`config.mk`:
```
export PLATFORM = sky130hd
export DESIGN_NAME = ber_tlv_stream_parser
export DESIGN_NICKNAME = d
export VERILOG_FILES = /design/src/hw/rtl/btsp_pkg.sv /design/src/hw/rtl/btsp_front.sv /design/src/hw/rtl/btsp_fifo.sv /design/src/hw/rtl/btsp_back.sv /design/src/hw/rtl/ber_tlv_stream_parser.sv
export SDC_FILE = /design/constraint.sdc
export NUM_CORES = 1
export LEC_CHECK = 0
export ABC_AREA = 1
export BUFFER_PORTS_ARGS = -buffer_cell sky130_fd_sc_hd__buf_2
export CORE_MARGIN = 1
export CORE_UTILIZATION = 26
export DETAILED_ROUTE_END_ITERATION = 10
export PLACE_DENSITY = 0.47
export SYNTH_ARGS = -nofsm -noshare
export SYNTH_HDL_FRONTEND = slang
export SYNTH_SLANG_ARGS = --single-unit
export TNS_END_PERCENT = 100
```
`constraint.sdc`:
```
create_clock -name clk -period 10 [get_ports clk]
set_input_delay 0.5 -clock clk [delete_from_list [all_inputs] [get_ports clk]]
set_output_delay 0.5 -clock clk [all_outputs]
set_load 0.1 [all_outputs]
```
`src/hw/rtl/btsp_pkg.sv`:
```
package btsp_pkg;

  localparam int POSITION_BITS_DEF     = 16;
  localparam int MAX_LEN_OCTETS_DEF    = 4;
  localparam int VALUE_BITS_DEF        = 64;

  localparam int VALUE_W     = 64;
  localparam int NB_W        = 4;
  localparam int QUEUE_DEPTH = 2;

  localparam logic [4:0]  TAG_HIGH_NUM  = 5'h1f;
  localparam logic [31:0] LEN_SAT_LIMIT = 32'h00ff_ffff;
  localparam logic [31:0] LEN_SAT       = 32'hffff_ffff;

  typedef enum logic [2:0] {
    PH_IDLE,
    PH_TAG,
    PH_LEN,
    PH_LENX,
    PH_VALUE,
    PH_ERROR
  } phase_t;

  typedef enum logic [2:0] {
    ST_OK        = 3'd0,
    ST_MULTI_TAG = 3'd1,
    ST_TRUNC     = 3'd2,
    ST_BAD_LEN   = 3'd3,
    ST_PAST_END  = 3'd4
  } status_t;

  typedef struct packed {
    logic [7:0]  data_byte;
    logic        start_of_buffer;
    logic [15:0] buffer_length;
  } in_t;

  typedef struct packed {
    logic [7:0]          tag_byte;
    logic [15:0]         value_length;
    logic [15:0]         value_offset;
    logic signed [63:0]  signed_value;
    logic [63:0]         unsigned_value;
    logic [2:0]          parse_status;
    logic                buffer_done;
  } out_t;

  // finished element as handed from front to back
  typedef struct packed {
    logic [7:0]         tag;
    logic [15:0]        length;
    logic [15:0]        offset;
    logic [VALUE_W-1:0] raw;
    logic [NB_W-1:0]    nbytes;
    status_t            status;
    logic               done;
  } ev_t;

endpackage

```
`src/hw/rtl/btsp_front.sv`:
```
module btsp_front
  import btsp_pkg::*;
#(
  parameter int POSITION_BITS     = POSITION_BITS_DEF,
  parameter int MAX_LENGTH_OCTETS = MAX_LEN_OCTETS_DEF,
  parameter int VALUE_BITS        = VALUE_BITS_DEF
) (
  input  logic clk,
  input  logic rst_n,
  input  logic accept,
  input  in_t  in_item,
  output logic ev_valid,
  output ev_t  ev
);

  localparam int LOS_W = $clog2(MAX_LENGTH_OCTETS + 1);
  localparam int PW1   = POSITION_BITS + 1;

  phase_t                   phase_r, phase_nxt;
  logic [7:0]               tag_r, tag_nxt;
  logic [LOS_W-1:0]         los_r, los_nxt;
  logic [31:0]              acc_r, acc_nxt;
  logic [POSITION_BITS-1:0] pos_r, pos_nxt;
  logic [POSITION_BITS-1:0] size_r, size_nxt;
  logic [POSITION_BITS-1:0] vbl_r, vbl_nxt;
  logic [POSITION_BITS-1:0] vstart_r, vstart_nxt;
  logic [VALUE_BITS-1:0]    vacc_r, vacc_nxt;

  // view of the state once a start beat has cleared it
  phase_t                   ph_e;
  logic [POSITION_BITS-1:0] pos_e, size_e, pos_inc, remaining;
  logic [7:0]               tag_e, b;
  logic [6:0]               n;
  logic [PW1-1:0]           len_end;
  logic                     tag_room, tag_multi, tag_trunc;
  logic                     len_bad, len_over, lx_last, val_last, emit_more;
  logic [31:0]              lx_acc, hdr_acc;
  logic                     hdr_past, hdr_zero;
  logic [LOS_W-1:0]         los_dec;
  logic [POSITION_BITS-1:0] vbl_dec;
  logic [VALUE_BITS-1:0]    vacc_sh;
  phase_t                   emit_phase, hdr_phase;

  assign b         = in_item.data_byte;
  assign n         = in_item.data_byte[6:0];
  assign ph_e      = in_item.start_of_buffer ? PH_TAG : phase_r;
  assign pos_e     = in_item.start_of_buffer ? '0 : pos_r;
  assign size_e    = in_item.start_of_buffer ? POSITION_BITS'(in_item.buffer_length) : size_r;
  assign tag_e     = in_item.start_of_buffer ? 8'd0 : tag_r;
  assign pos_inc   = pos_e + 1'b1;
  assign remaining = size_e - pos_inc;

  assign tag_room  = pos_e < size_e;
  assign tag_multi = b[4:0] == TAG_HIGH_NUM;
  assign tag_trunc = pos_inc >= size_e;
  assign len_end   = PW1'(pos_inc) + PW1'(n);
  assign len_bad   = (n == 7'd0) || (n > 7'(MAX_LENGTH_OCTETS));
  assign len_over  = len_end > PW1'(size_e);
  assign los_dec   = los_r - 1'b1;
  assign lx_last   = los_dec == '0;
  assign lx_acc    = (acc_r > LEN_SAT_LIMIT) ? LEN_SAT : {acc_r[23:0], b};
  assign hdr_acc   = (ph_e == PH_LENX) ? lx_acc : {24'd0, b};
  assign hdr_past  = hdr_acc > 32'(remaining);
  assign hdr_zero  = hdr_acc == 32'd0;
  assign vbl_dec   = vbl_r - 1'b1;
  assign val_last  = vbl_dec == '0;
  assign vacc_sh   = {vacc_r[VALUE_BITS-9:0], b};
  assign emit_more = pos_inc < size_e;

  assign emit_phase = emit_more ? PH_TAG : PH_IDLE;
  assign hdr_phase  = hdr_past ? PH_ERROR : (hdr_zero ? emit_phase : PH_VALUE);

  // next phase
  always_comb begin
    phase_nxt = ph_e;
    case (ph_e)
      PH_TAG: begin
        if (!tag_room) phase_nxt = PH_IDLE;
        else if (tag_multi || tag_trunc) phase_nxt = PH_ERROR;
        else phase_nxt = PH_LEN;
      end
      PH_LEN: begin
        if (b[7]) phase_nxt = (len_bad || len_over) ? PH_ERROR : PH_LENX;
        else phase_nxt = hdr_phase;
      end
      PH_LENX:  phase_nxt = lx_last ? hdr_phase : PH_LENX;
      PH_VALUE: phase_nxt = val_last ? emit_phase : PH_VALUE;
      PH_IDLE:  phase_nxt = PH_IDLE;
      PH_ERROR: phase_nxt = PH_ERROR;
      default:  phase_nxt = PH_IDLE;
    endcase
  end

  // datapath and element output
  always_comb begin
    tag_nxt    = tag_e;
    los_nxt    = los_r;
    acc_nxt    = acc_r;
    pos_nxt    = pos_e;
    size_nxt   = size_e;
    vbl_nxt    = vbl_r;
    vstart_nxt = vstart_r;
    vacc_nxt   = vacc_r;
    ev_valid   = 1'b0;
    ev         = '0;
    ev.status  = ST_OK;
    case (ph_e)
      PH_TAG: begin
        if (tag_room) begin
          tag_nxt = b;
          pos_nxt = pos_inc;
          if (tag_multi || tag_trunc) begin
            ev_valid  = 1'b1;
            ev.tag    = b;
            ev.status = tag_multi ? ST_MULTI_TAG : ST_TRUNC;
          end
        end
      end
      PH_LEN, PH_LENX: begin
        pos_nxt = pos_inc;
        if (ph_e == PH_LEN && b[7]) begin
          los_nxt = LOS_W'(n);
          acc_nxt = 32'd0;
          if (len_bad || len_over) begin
            ev_valid  = 1'b1;
            ev.tag    = tag_e;
            ev.status = len_bad ? ST_BAD_LEN : ST_TRUNC;
          end
        end else begin
          acc_nxt = hdr_acc;
          if (ph_e == PH_LENX) los_nxt = los_dec;
          if (ph_e == PH_LEN || lx_last) begin
            if (hdr_past) begin
              ev_valid  = 1'b1;
              ev.tag    = tag_e;
              ev.status = ST_PAST_END;
            end else begin
              vstart_nxt = pos_inc;
              vbl_nxt    = POSITION_BITS'(hdr_acc);
              vacc_nxt   = '0;
              if (hdr_zero) begin
                ev_valid  = 1'b1;
                ev.tag    = tag_e;
                ev.offset = 16'(pos_inc);
                ev.done   = pos_inc == size_e;
              end
            end
          end
        end
      end
      PH_VALUE: begin
        pos_nxt  = pos_inc;
        vbl_nxt  = vbl_dec;
        vacc_nxt = vacc_sh;
        if (val_last) begin
          ev_valid  = 1'b1;
          ev.tag    = tag_e;
          ev.length = 16'(acc_r);
          ev.offset = 16'(vstart_r);
          ev.raw    = VALUE_W'(vacc_sh);
          ev.nbytes = (acc_r <= 32'(VALUE_BITS / 8)) ? NB_W'(acc_r) : '0;
          ev.done   = pos_inc == size_e;
        end
      end
      default: ;
    endcase
  end

  always_ff @(posedge clk) begin
    if (!rst_n) begin
      phase_r <= PH_IDLE;
    end else if (accept) begin
      phase_r <= phase_nxt;
    end
  end

  always_ff @(posedge clk) begin
    if (accept) begin
      tag_r    <= tag_nxt;
      los_r    <= los_nxt;
      acc_r    <= acc_nxt;
      pos_r    <= pos_nxt;
      size_r   <= size_nxt;
      vbl_r    <= vbl_nxt;
      vstart_r <= vstart_nxt;
      vacc_r   <= vacc_nxt;
    end
  end

endmodule

```
`src/hw/rtl/btsp_fifo.sv`:
```
module btsp_fifo
  import btsp_pkg::*;
#(
  parameter int WIDTH = 8,
  parameter int DEPTH = QUEUE_DEPTH
) (
  input  logic             clk,
  input  logic             rst_n,
  input  logic             push,
  input  logic [WIDTH-1:0] wdata,
  input  logic             pop,
  output logic [WIDTH-1:0] rdata,
  output logic             full,
  output logic             empty
);

  localparam int PTR_W = (DEPTH > 1) ? $clog2(DEPTH) : 1;
  localparam int CNT_W = $clog2(DEPTH + 1);

  logic [WIDTH-1:0] mem_r [DEPTH];
  logic [PTR_W-1:0] wr_ptr_r, wr_ptr_nxt, rd_ptr_r, rd_ptr_nxt;
  logic [CNT_W-1:0] count_r, count_nxt;
  logic             do_push, do_pop;

  assign full    = count_r == CNT_W'(DEPTH);
  assign empty   = count_r == '0;
  assign do_push = push && !full;
  assign do_pop  = pop && !empty;
  assign rdata   = mem_r[rd_ptr_r];

  always_comb begin
    wr_ptr_nxt = wr_ptr_r;
    rd_ptr_nxt = rd_ptr_r;
    count_nxt  = count_r;
    if (do_push) wr_ptr_nxt = (wr_ptr_r == PTR_W'(DEPTH - 1)) ? '0 : wr_ptr_r + 1'b1;
    if (do_pop) rd_ptr_nxt = (rd_ptr_r == PTR_W'(DEPTH - 1)) ? '0 : rd_ptr_r + 1'b1;
    if (do_push && !do_pop) count_nxt = count_r + 1'b1;
    else if (do_pop && !do_push) count_nxt = count_r - 1'b1;
  end

  always_ff @(posedge clk) begin
    if (!rst_n) begin
      wr_ptr_r <= '0;
      rd_ptr_r <= '0;
      count_r  <= '0;
    end else begin
      wr_ptr_r <= wr_ptr_nxt;
      rd_ptr_r <= rd_ptr_nxt;
      count_r  <= count_nxt;
    end
  end

  always_ff @(posedge clk) begin
    if (do_push) mem_r[wr_ptr_r] <= wdata;
  end

endmodule

```
`src/hw/rtl/btsp_back.sv`:
```
module btsp_back
  import btsp_pkg::*;
(
  input  logic clk,
  input  logic rst_n,
  input  logic ev_valid,
  input  ev_t  ev,
  output logic take,
  output logic out_empty,
  input  logic out_pop,
  output out_t out_data
);

  logic               valid_r, valid_nxt;
  out_t               out_r, out_nxt;
  logic [6:0]         nbits;
  logic [6:0]         msb_idx;
  logic [VALUE_W-1:0] uval, ext_mask;
  logic               sign;

  assign take      = !valid_r || out_pop;
  assign out_empty = !valid_r;
  assign out_data  = out_r;

  // sign extension of a value of one to eight bytes
  assign nbits    = {ev.nbytes, 3'b000};
  assign msb_idx  = nbits - 7'd1;
  assign uval     = (ev.nbytes == '0) ? '0 : ev.raw;
  assign ext_mask = {VALUE_W{1'b1}} << nbits;
  assign sign     = (ev.nbytes != '0) && (nbits < 7'(VALUE_W)) && ev.raw[msb_idx[5:0]];

  always_comb begin
    out_nxt                = out_r;
    valid_nxt              = valid_r && !out_pop;
    if (take && ev_valid) begin
      valid_nxt              = 1'b1;
      out_nxt.tag_byte       = ev.tag;
      out_nxt.value_length   = ev.length;
      out_nxt.value_offset   = ev.offset;
      out_nxt.unsigned_value = uval;
      out_nxt.signed_value   = sign ? (uval | ext_mask) : uval;
      out_nxt.parse_status   = ev.status;
      out_nxt.buffer_done    = ev.done;
    end
  end

  always_ff @(posedge clk) begin
    if (!rst_n) begin
      valid_r <= 1'b0;
    end else begin
      valid_r <= valid_nxt;
    end
  end

  always_ff @(posedge clk) begin
    out_r <= out_nxt;
  end

endmodule

```
`src/hw/rtl/ber_tlv_stream_parser.sv`:
```
// channel  ports                          beat taken when
// input    in_push, in_full, in_data      in_push && !in_full
// result   out_empty, out_pop, out_data   out_pop && !out_empty
//
// one byte per cycle while in_full is low; a result is queued with the byte
// that finishes its element and then moves on to the output register.
// the two-entry element queue sets in_full: it fills only while out_pop is
// held low, and then input stalls until a result is taken.
// rst_n is synchronous; after reset the parser waits for a start beat.
module ber_tlv_stream_parser
  import btsp_pkg::*;
#(
  parameter int POSITION_BITS     = POSITION_BITS_DEF,
  parameter int MAX_LENGTH_OCTETS = MAX_LEN_OCTETS_DEF,
  parameter int VALUE_BITS        = VALUE_BITS_DEF
) (
  input  logic clk,
  input  logic rst_n,
  input  logic in_push,
  output logic in_full,
  input  in_t  in_data,
  output logic out_empty,
  input  logic out_pop,
  output out_t out_data
);

  logic accept;
  logic fr_valid;
  ev_t  fr_ev;
  ev_t  q_ev;
  logic q_empty;
  logic bk_take;

  assign accept = in_push && !in_full;

  btsp_front #(
    .POSITION_BITS    (POSITION_BITS),
    .MAX_LENGTH_OCTETS(MAX_LENGTH_OCTETS),
    .VALUE_BITS       (VALUE_BITS)
  ) u_front (
    .clk     (clk),
    .rst_n   (rst_n),
    .accept  (accept),
    .in_item (in_data),
    .ev_valid(fr_valid),
    .ev      (fr_ev)
  );

  btsp_fifo #(
    .WIDTH($bits(ev_t)),
    .DEPTH(QUEUE_DEPTH)
  ) u_queue (
    .clk  (clk),
    .rst_n(rst_n),
    .push (accept && fr_valid),
    .wdata(fr_ev),
    .pop  (bk_take),
    .rdata(q_ev),
    .full (in_full),
    .empty(q_empty)
  );

  btsp_back u_back (
    .clk      (clk),
    .rst_n    (rst_n),
    .ev_valid (!q_empty),
    .ev       (q_ev),
    .take     (bk_take),
    .out_empty(out_empty),
    .out_pop  (out_pop),
    .out_data (out_data)
  );

  // the queue can only fill behind a held result
  assert property (@(posedge clk) disable iff (!rst_n) in_full |-> !out_empty)
    else $error("element queue full with no result waiting");

  assert property (@(posedge clk) disable iff (!rst_n)
    (!out_empty && out_data.parse_status != ST_OK) |->
      (out_data.unsigned_value == '0 && out_data.signed_value == '0 &&
       out_data.value_length == '0 && !out_data.buffer_done))
    else $error("error result carries element data");

  assert property (@(posedge clk) disable iff (!rst_n)
    (!out_empty && !out_pop) |=> (!out_empty && $stable(out_data)))
    else $error("waiting result changed before it was taken");

endmodule

```
After elaboration in Yosys (flattened, before gate mapping)
Memories as Yosys holds them, arrays and structs flattened. A register that Yosys moved wholly into a read port is not among the register bits.
Cells that the tools add are included.
{ "totals": {"ff_bits": 343, "ram_bits": 224, "input_bits": 29, "output_inout_bits": 174, "word_cells": 176, "mem_count": 1} }
{ "op_classes": {"addsub": 10, "magnitude_cmp": 10, "eq_ne": 11, "shift": 1, "n_mux": 83, "n_bitwise": 3, "n_reduce_logical": 37} }
{ "memory_table": {"columns": ["memory", "depth", "word_bits", "rd", "rd_ports_with_merged_regs", "wr", "line", "text"], "rows": [
  ["u_queue.mem_r", 2, 112, 1, 1, 1, "btsp_fifo.sv:20", "logic [WIDTH-1:0] mem_r [DEPTH];"]
]} }
{ "op_table": {"columns": ["operator", "count"], "rows": [
  ["$mux 16", 11],
  ["$mux 56", 3],
  ["$mux 64", 2],
  ["$pmux 56 s2", 1],
  ["$mux 108", 1],
  ["$pmux 16 s2", 3],
  ["$mux 8", 10],
  ["$mux 68", 1],
  ["$mux 32", 2],
  ["$or 64x64->64", 1],
  ["$shl 64x7->64 const A", 1],
  ["$mux 3", 16],
  ["$gt 32x16->1", 1],
  ["$gt 32x24->1 const B", 1],
  ["$le 32x4->1 const B", 1],
  ["$logic_not 32->1", 1],
  ["$lt 16x16->1", 2],
  ["$pmux 8 s3", 1],
  ["$mux 1", 22],
  ["$add 16x7->17", 1],
  ["$gt 17x16->1", 1],
  ["$add 16x1->16 const B", 1],
  ["$eq 16x16->1", 1],
  ["$ge 16x16->1", 1],
  ["40 further kinds", 69]
]} }

Logic depth before layout (Yosys ltp)
{ "logic_depth": {"ltp_word": 15, "mapped_depth": 43, "depth_no_buf": 40} }

By module
Synthesis repeated with hierarchy kept, for this count alone.
{ "hier_totals": {"hier_cells": 2236, "area_unflattened_um2": 26203.9} }
{ "by_module_without_submodules": {"columns": ["mod", "n_inst", "cells_each", "area_each_um2", "seq_area_each_um2"], "rows": [
  ["btsp_front", 1, 1424, 11507.3, 4954.8],
  ["btsp_fifo", 1, 386, 8341.8, 6826.5],
  ["btsp_back", 1, 420, 6327.3, 5185.0],
  ["ber_tlv_stream_parser", 1, 6, 27.5, 0.0]
]} }

Worst setup path before layout
OpenSTA, ideal clock, no wires.
{ "synth_timing": {"kind": "input port to flip-flop", "from": "input in_data[16] (netlist bit)", "to": "memory u_queue.mem_r[0][0] (netlist bit), enable pin", "setup_time_ns": 0.585, "arrival_ns": 9.176, "required_time_ns": 9.415, "setup_slack_ns": 0.239, "path_stages": 37, "path_buffers": 3, "cell_sequence": "buf_6 > inv_8 > buf_6 > buf_4 > nand2_1 > inv_1 > ha_1 > or2_2 > nand2_1 > inv_1 > ha_1 > a21oi_1 > nand2_1 > a21oi_1 > o21bai_1 > a21oi_1 > nor2_1 > nor2_1 > nor2_1 > nand2_1 > xor2_1 > inv_1 > ha_1 > inv_1 > nor4_1 > nand2_1 > nand2_1 > nand2_1 > nand2_1 > nand2_1 > nand3_1 > nand2_1 > nand2_2 > a21oi_4 > nand2_2 > nand2_1 > nor2_1"} }
{ "synth_between": {"word_cells_on_any_way": 33, "cone_classes": "3 x add/sub; 4 x order compare; 4 x eq/ne; 14 x mux; 8 x reduce/logical"} }
{ "synth_rtl": {"columns": ["item", "line", "text"], "rows": [
  ["from (decl)", "ber_tlv_stream_parser.sv:21", "input in_t in_data,"],
  ["$mux 16 (*)", "btsp_front.sv:47", "assign pos_e = in_item.start_of_buffer ? '0 : pos_r;"],
  ["$add 16x1->16 (*)", "btsp_front.sv:50", "assign pos_inc = pos_e + 1'b1;"],
  ["via u_front.pos_inc[0]", "btsp_front.sv:31", "logic [POSITION_BITS-1:0] pos_e, size_e, pos_inc, remaining;"],
  ["$sub 16x16->16 or $add 16x7->17 (tied branches)", "btsp_front.sv:51, btsp_front.sv:56", null],
  ["$gt 32x16->1 or $gt 17x16->1 (tied branches)", "btsp_front.sv:63, btsp_front.sv:58", null],
  ["$mux 1 or $logic_or 1x1->1 (tied branches)", "btsp_front.sv:133, btsp_front.sv:124", null],
  ["$mux 1 (on tied branches)", "btsp_front.sv:132, btsp_front.sv:124", null],
  ["$mux 1", "btsp_front.sv:121", "if (ph_e == PH_LEN && b[7]) begin"],
  ["$pmux 1 s3 (*)", "btsp_front.sv:107", "case (ph_e)"],
  ["$logic_and 1x1->1 (*)", "ber_tlv_stream_parser.sv:55", ".push (accept && fr_valid),"],
  ["$logic_and 1x1->1 (*)", "btsp_fifo.sv:27", "assign do_push = push && !full;"],
  ["$mux 1 (*)", "btsp_fifo.sv:54", "if (do_push) mem_r[wr_ptr_r] <= wdata;"],
  ["$mux 1 (not written as such) (*)", "btsp_fifo.sv:54", null],
  ["to (decl)", "btsp_fifo.sv:20", null]
]} }
The timed path passes the listed nets; every way through them passes the cells marked *.

Final worst setup path
{ "layout_timing": {"from": "input in_data[16] (netlist bit)", "to": "memory u_queue.mem_r[1][48] (netlist bit), enable pin"} }
The elaborated chain is that of the path after synthesis.

==> metrics.yaml <==
ys_ff_latch: 568
grt_overflow: 0
place_inst: 3873
tightest_slew_ps: 1120
drt_wl_total_mm: 68.5
core-area_mm2: 0.0987
grt_max_degree: 113
area_delta_synth_final_pct: 18.5
critPathTopFamily: "simple AND/OR/NAND/NOR gates"
syn_avg_cell_area_um2: 10.7
die_h_um: 318
port_buffers: 202
crit_fanout: 47
critPathMostFrequentCell: "nand2_1"
slowest_stage: "buf_4"
final_cell_mix: "666 x nand2_1, 559 x edfxtp_1, 314 x inv_1"
hold_path.class: "input pin to flop"
synthArstFlopShare_pct: 0
cts_tree: "yes"
synth_top_family_by_area: "simple AND/OR/NAND/NOR gates"
finalSetupViolations: 0
synth_cell_types: 58
fin_setup_tns_ps: 0
synth-edff-count: 559
required_ps: 10250
min_period_ps: 6350
track_usage_pct: 13.4
drtIter0Drc: 1251
ant_nets: 0
synth_warnings: 0
pin_count: 203
stdcell_count: 4001
vias_per_cell: 4.28
slew_violations: 0
max-cap-violations: 0
die_area_mm2: 0.101
path_clk_slew_ps: 70
max-vdd-ir-drop_v: 0.000276
synthXorXnorAreaFrac_pct: 1.21
synth_area_mm2: 0.0260
grt_pass1_vias: 16800
rows: 115
crit_type: "input pin to flop"
htreeDepth: 3
antenna_found_initial: 2
outcome: "completed"
dp_hpwl_mm: 47.0
clock_tree.root_cell: "clkbuf_16"
synth-simple-area-share_pct: 18.3
critPathCaptureType: "flop"
layout.nets: 2762
holdWs_ps: 180
worstPathArrival_ps: 6600
diodes: 0
synth_cells: 2436
ys_seq_area_share_pct: 65.3
max_freq_mhz: 157
clk-insertion-delay-late_ps: 630
p_leak_nw: 13.0
globalplace.congestion: 0.848
max-slew-margin-rel_pct: 25.2
cts_resized: 0
synthAdderAreaFrac_pct: 3.67
ys.flop_type: "edfxtp_1"
synth.mux.area_fraction_pct: 0.308
start_util_pct: 26.3
num_vias: 17100
finalHoldViolCount: 0
cp_num_buf_inv: 8
p_per_area_mw_per_mm2: 352
drc: 0
drive_gt1_share_pct: 16.6
wire_per_inst_um: 17.1
startpoint_type: "input pin"
cts_buffers: 70
layout_commonest_cell: "nand2_1"
grt_first_pass_wirelength_mm: 103
cts.sinks: 568
rsz0062_at_grt: "no"
clockBufferDepth: 3
cts_hold_buf: 0
fp.dieW_um: 318
first_pass_iters: 5
fin_crit_sh_pct: 63.5
critPathMaxStageDelay_ps: 640
fin_skew_ps: 21.8
synth_nets: 2540
cts_setup_buffers: 0
synth_compound_area_share_pct: 4.96
-- layer usage --
layer	vias to the layer above	wire [µm]	global-route usage, %
met2	399	30900	21.1
met3	102	3310	2.60
li1	8532	-	-
met4	2	1790	4.20
met5	-	12	0
met1	8091	32500	18.5
-- Yosys cell counts (8+ instances only) --
cell type | n | area share (%)
ha_1 | 73 | 3.5
nor3_1 | 24 | 0.46
buf_2 | 8 | 0.15
inv_2 | 22 | 0.32
inv_1 | 316 | 4.6
dfxtp_1 | 9 | 0.69
a31oi_1 | 13 | 0.31
or2_2 | 13 | 0.31
nand3_1 | 58 | 1.1
a21oi_1 | 66 | 1.3
o22ai_1 | 19 | 0.46
nand4_1 | 16 | 0.39
xor2_1 | 29 | 0.98
nand3_2 | 12 | 0.46
o21ai_2 | 11 | 0.37
nand2_2 | 27 | 0.65
mux2i_1 | 8 | 0.31
nor2_2 | 10 | 0.24
clkbuf_1 | 53 | 0.77
nand2_1 | 666 | 9.6
nor2_1 | 246 | 3.6
edfxtp_1 | 559 | 65
o21ai_0 | 89 | 1.7
-- registers in the layout, summed over array words and instances (netlist names), named ones only --
| signal | flops |
|---|---|
| u_back.valid_r | 1 |
| u_back.out_data | 172 |
| u_front.acc_r | 32 |
| u_front.vbl_r | 16 |
| u_front.vstart_r | 16 |
| u_front.vacc_r | 56 |
| u_front.size_r | 16 |
| u_front.tag_r | 8 |
| u_queue.wr_ptr_r | 1 |
| u_front.los_r | 3 |
| u_queue.mem_r | 224 |
| u_queue.count_r | 2 |
| u_front.pos_r | 16 |
| u_queue.rd_ptr_r | 1 |
| u_front.phase_r | 3 |
-- kinds of logic (layout without fill, tap and decap cells) --
family / count (synthesis) / in the layout
AO/OA/AOI/OAI: 225 / 225
XOR/XNOR: 36 / 36
adder cells (fa/ha/maj): 75 / 75
buffers and inverters: 411 / 689
flip-flops: 568 / 568
multiplexers: 8 / 8
AND/OR/NAND/NOR: 1113 / 1113
-- metrics by stage --
step / worst slack (ps) / area (µm²) / power [W] / util (%)
2_1_floorplan: 239 / 26000 / 0.00749 / -
3_3_place_gp: 2940 / 28500 / 0.00840 / 28.8
3_5_place_dp: 2910 / 28500 / 0.00841 / 28.8
4_1_cts: 3580 / 30800 / 0.0110 / 31.2
5_1_grt: 3030 / 30800 / 0.0114 / 31.2
6_report: 3650 / 30800 / 0.0109 / 31.2
-- worst min-delay path, delay by kind of cell --
kind | cells | cell delay (ps)
AOI/OAI and AO/OA | 1 | 70
buffers and inverters | 1 | 70
and+or+nand+nor | 1 | 110
-- where the power goes --
part	internal, W	switching, W	total, W	leakage [nW]
Sequential	0.00338	0.000176	0.00355	5.19
Clock	0.00154	0.00104	0.00257	1.12
Combinational	0.000673	0.00406	0.00473	6.69
-- worst paths after layout --
check             cells past startpoint  slack (ps)              endpoint             start
hold reg to reg                       1         440                  flop  u_queue.rd_ptr_r
hold / removal                        3         180        u_back.valid_r           out_pop
setup reg to reg                     33        3910  u_queue.mem_r[1][48]  u_front.pos_r[0]
setup / recovery                     36        3650  u_queue.mem_r[1][48]       in_data[16]
-- cell type report --
cell class	instances	area (µm²)
fill	10200	67900
clock inverter	43	514
inverter	341	1300
sequential	568	17000
multi-input combinational	1457	7430
tap	1287	1610
clock buffer	85	1810
timing repair buffer	220	1160
Note: power is estimated with default switching activity, not from simulation.
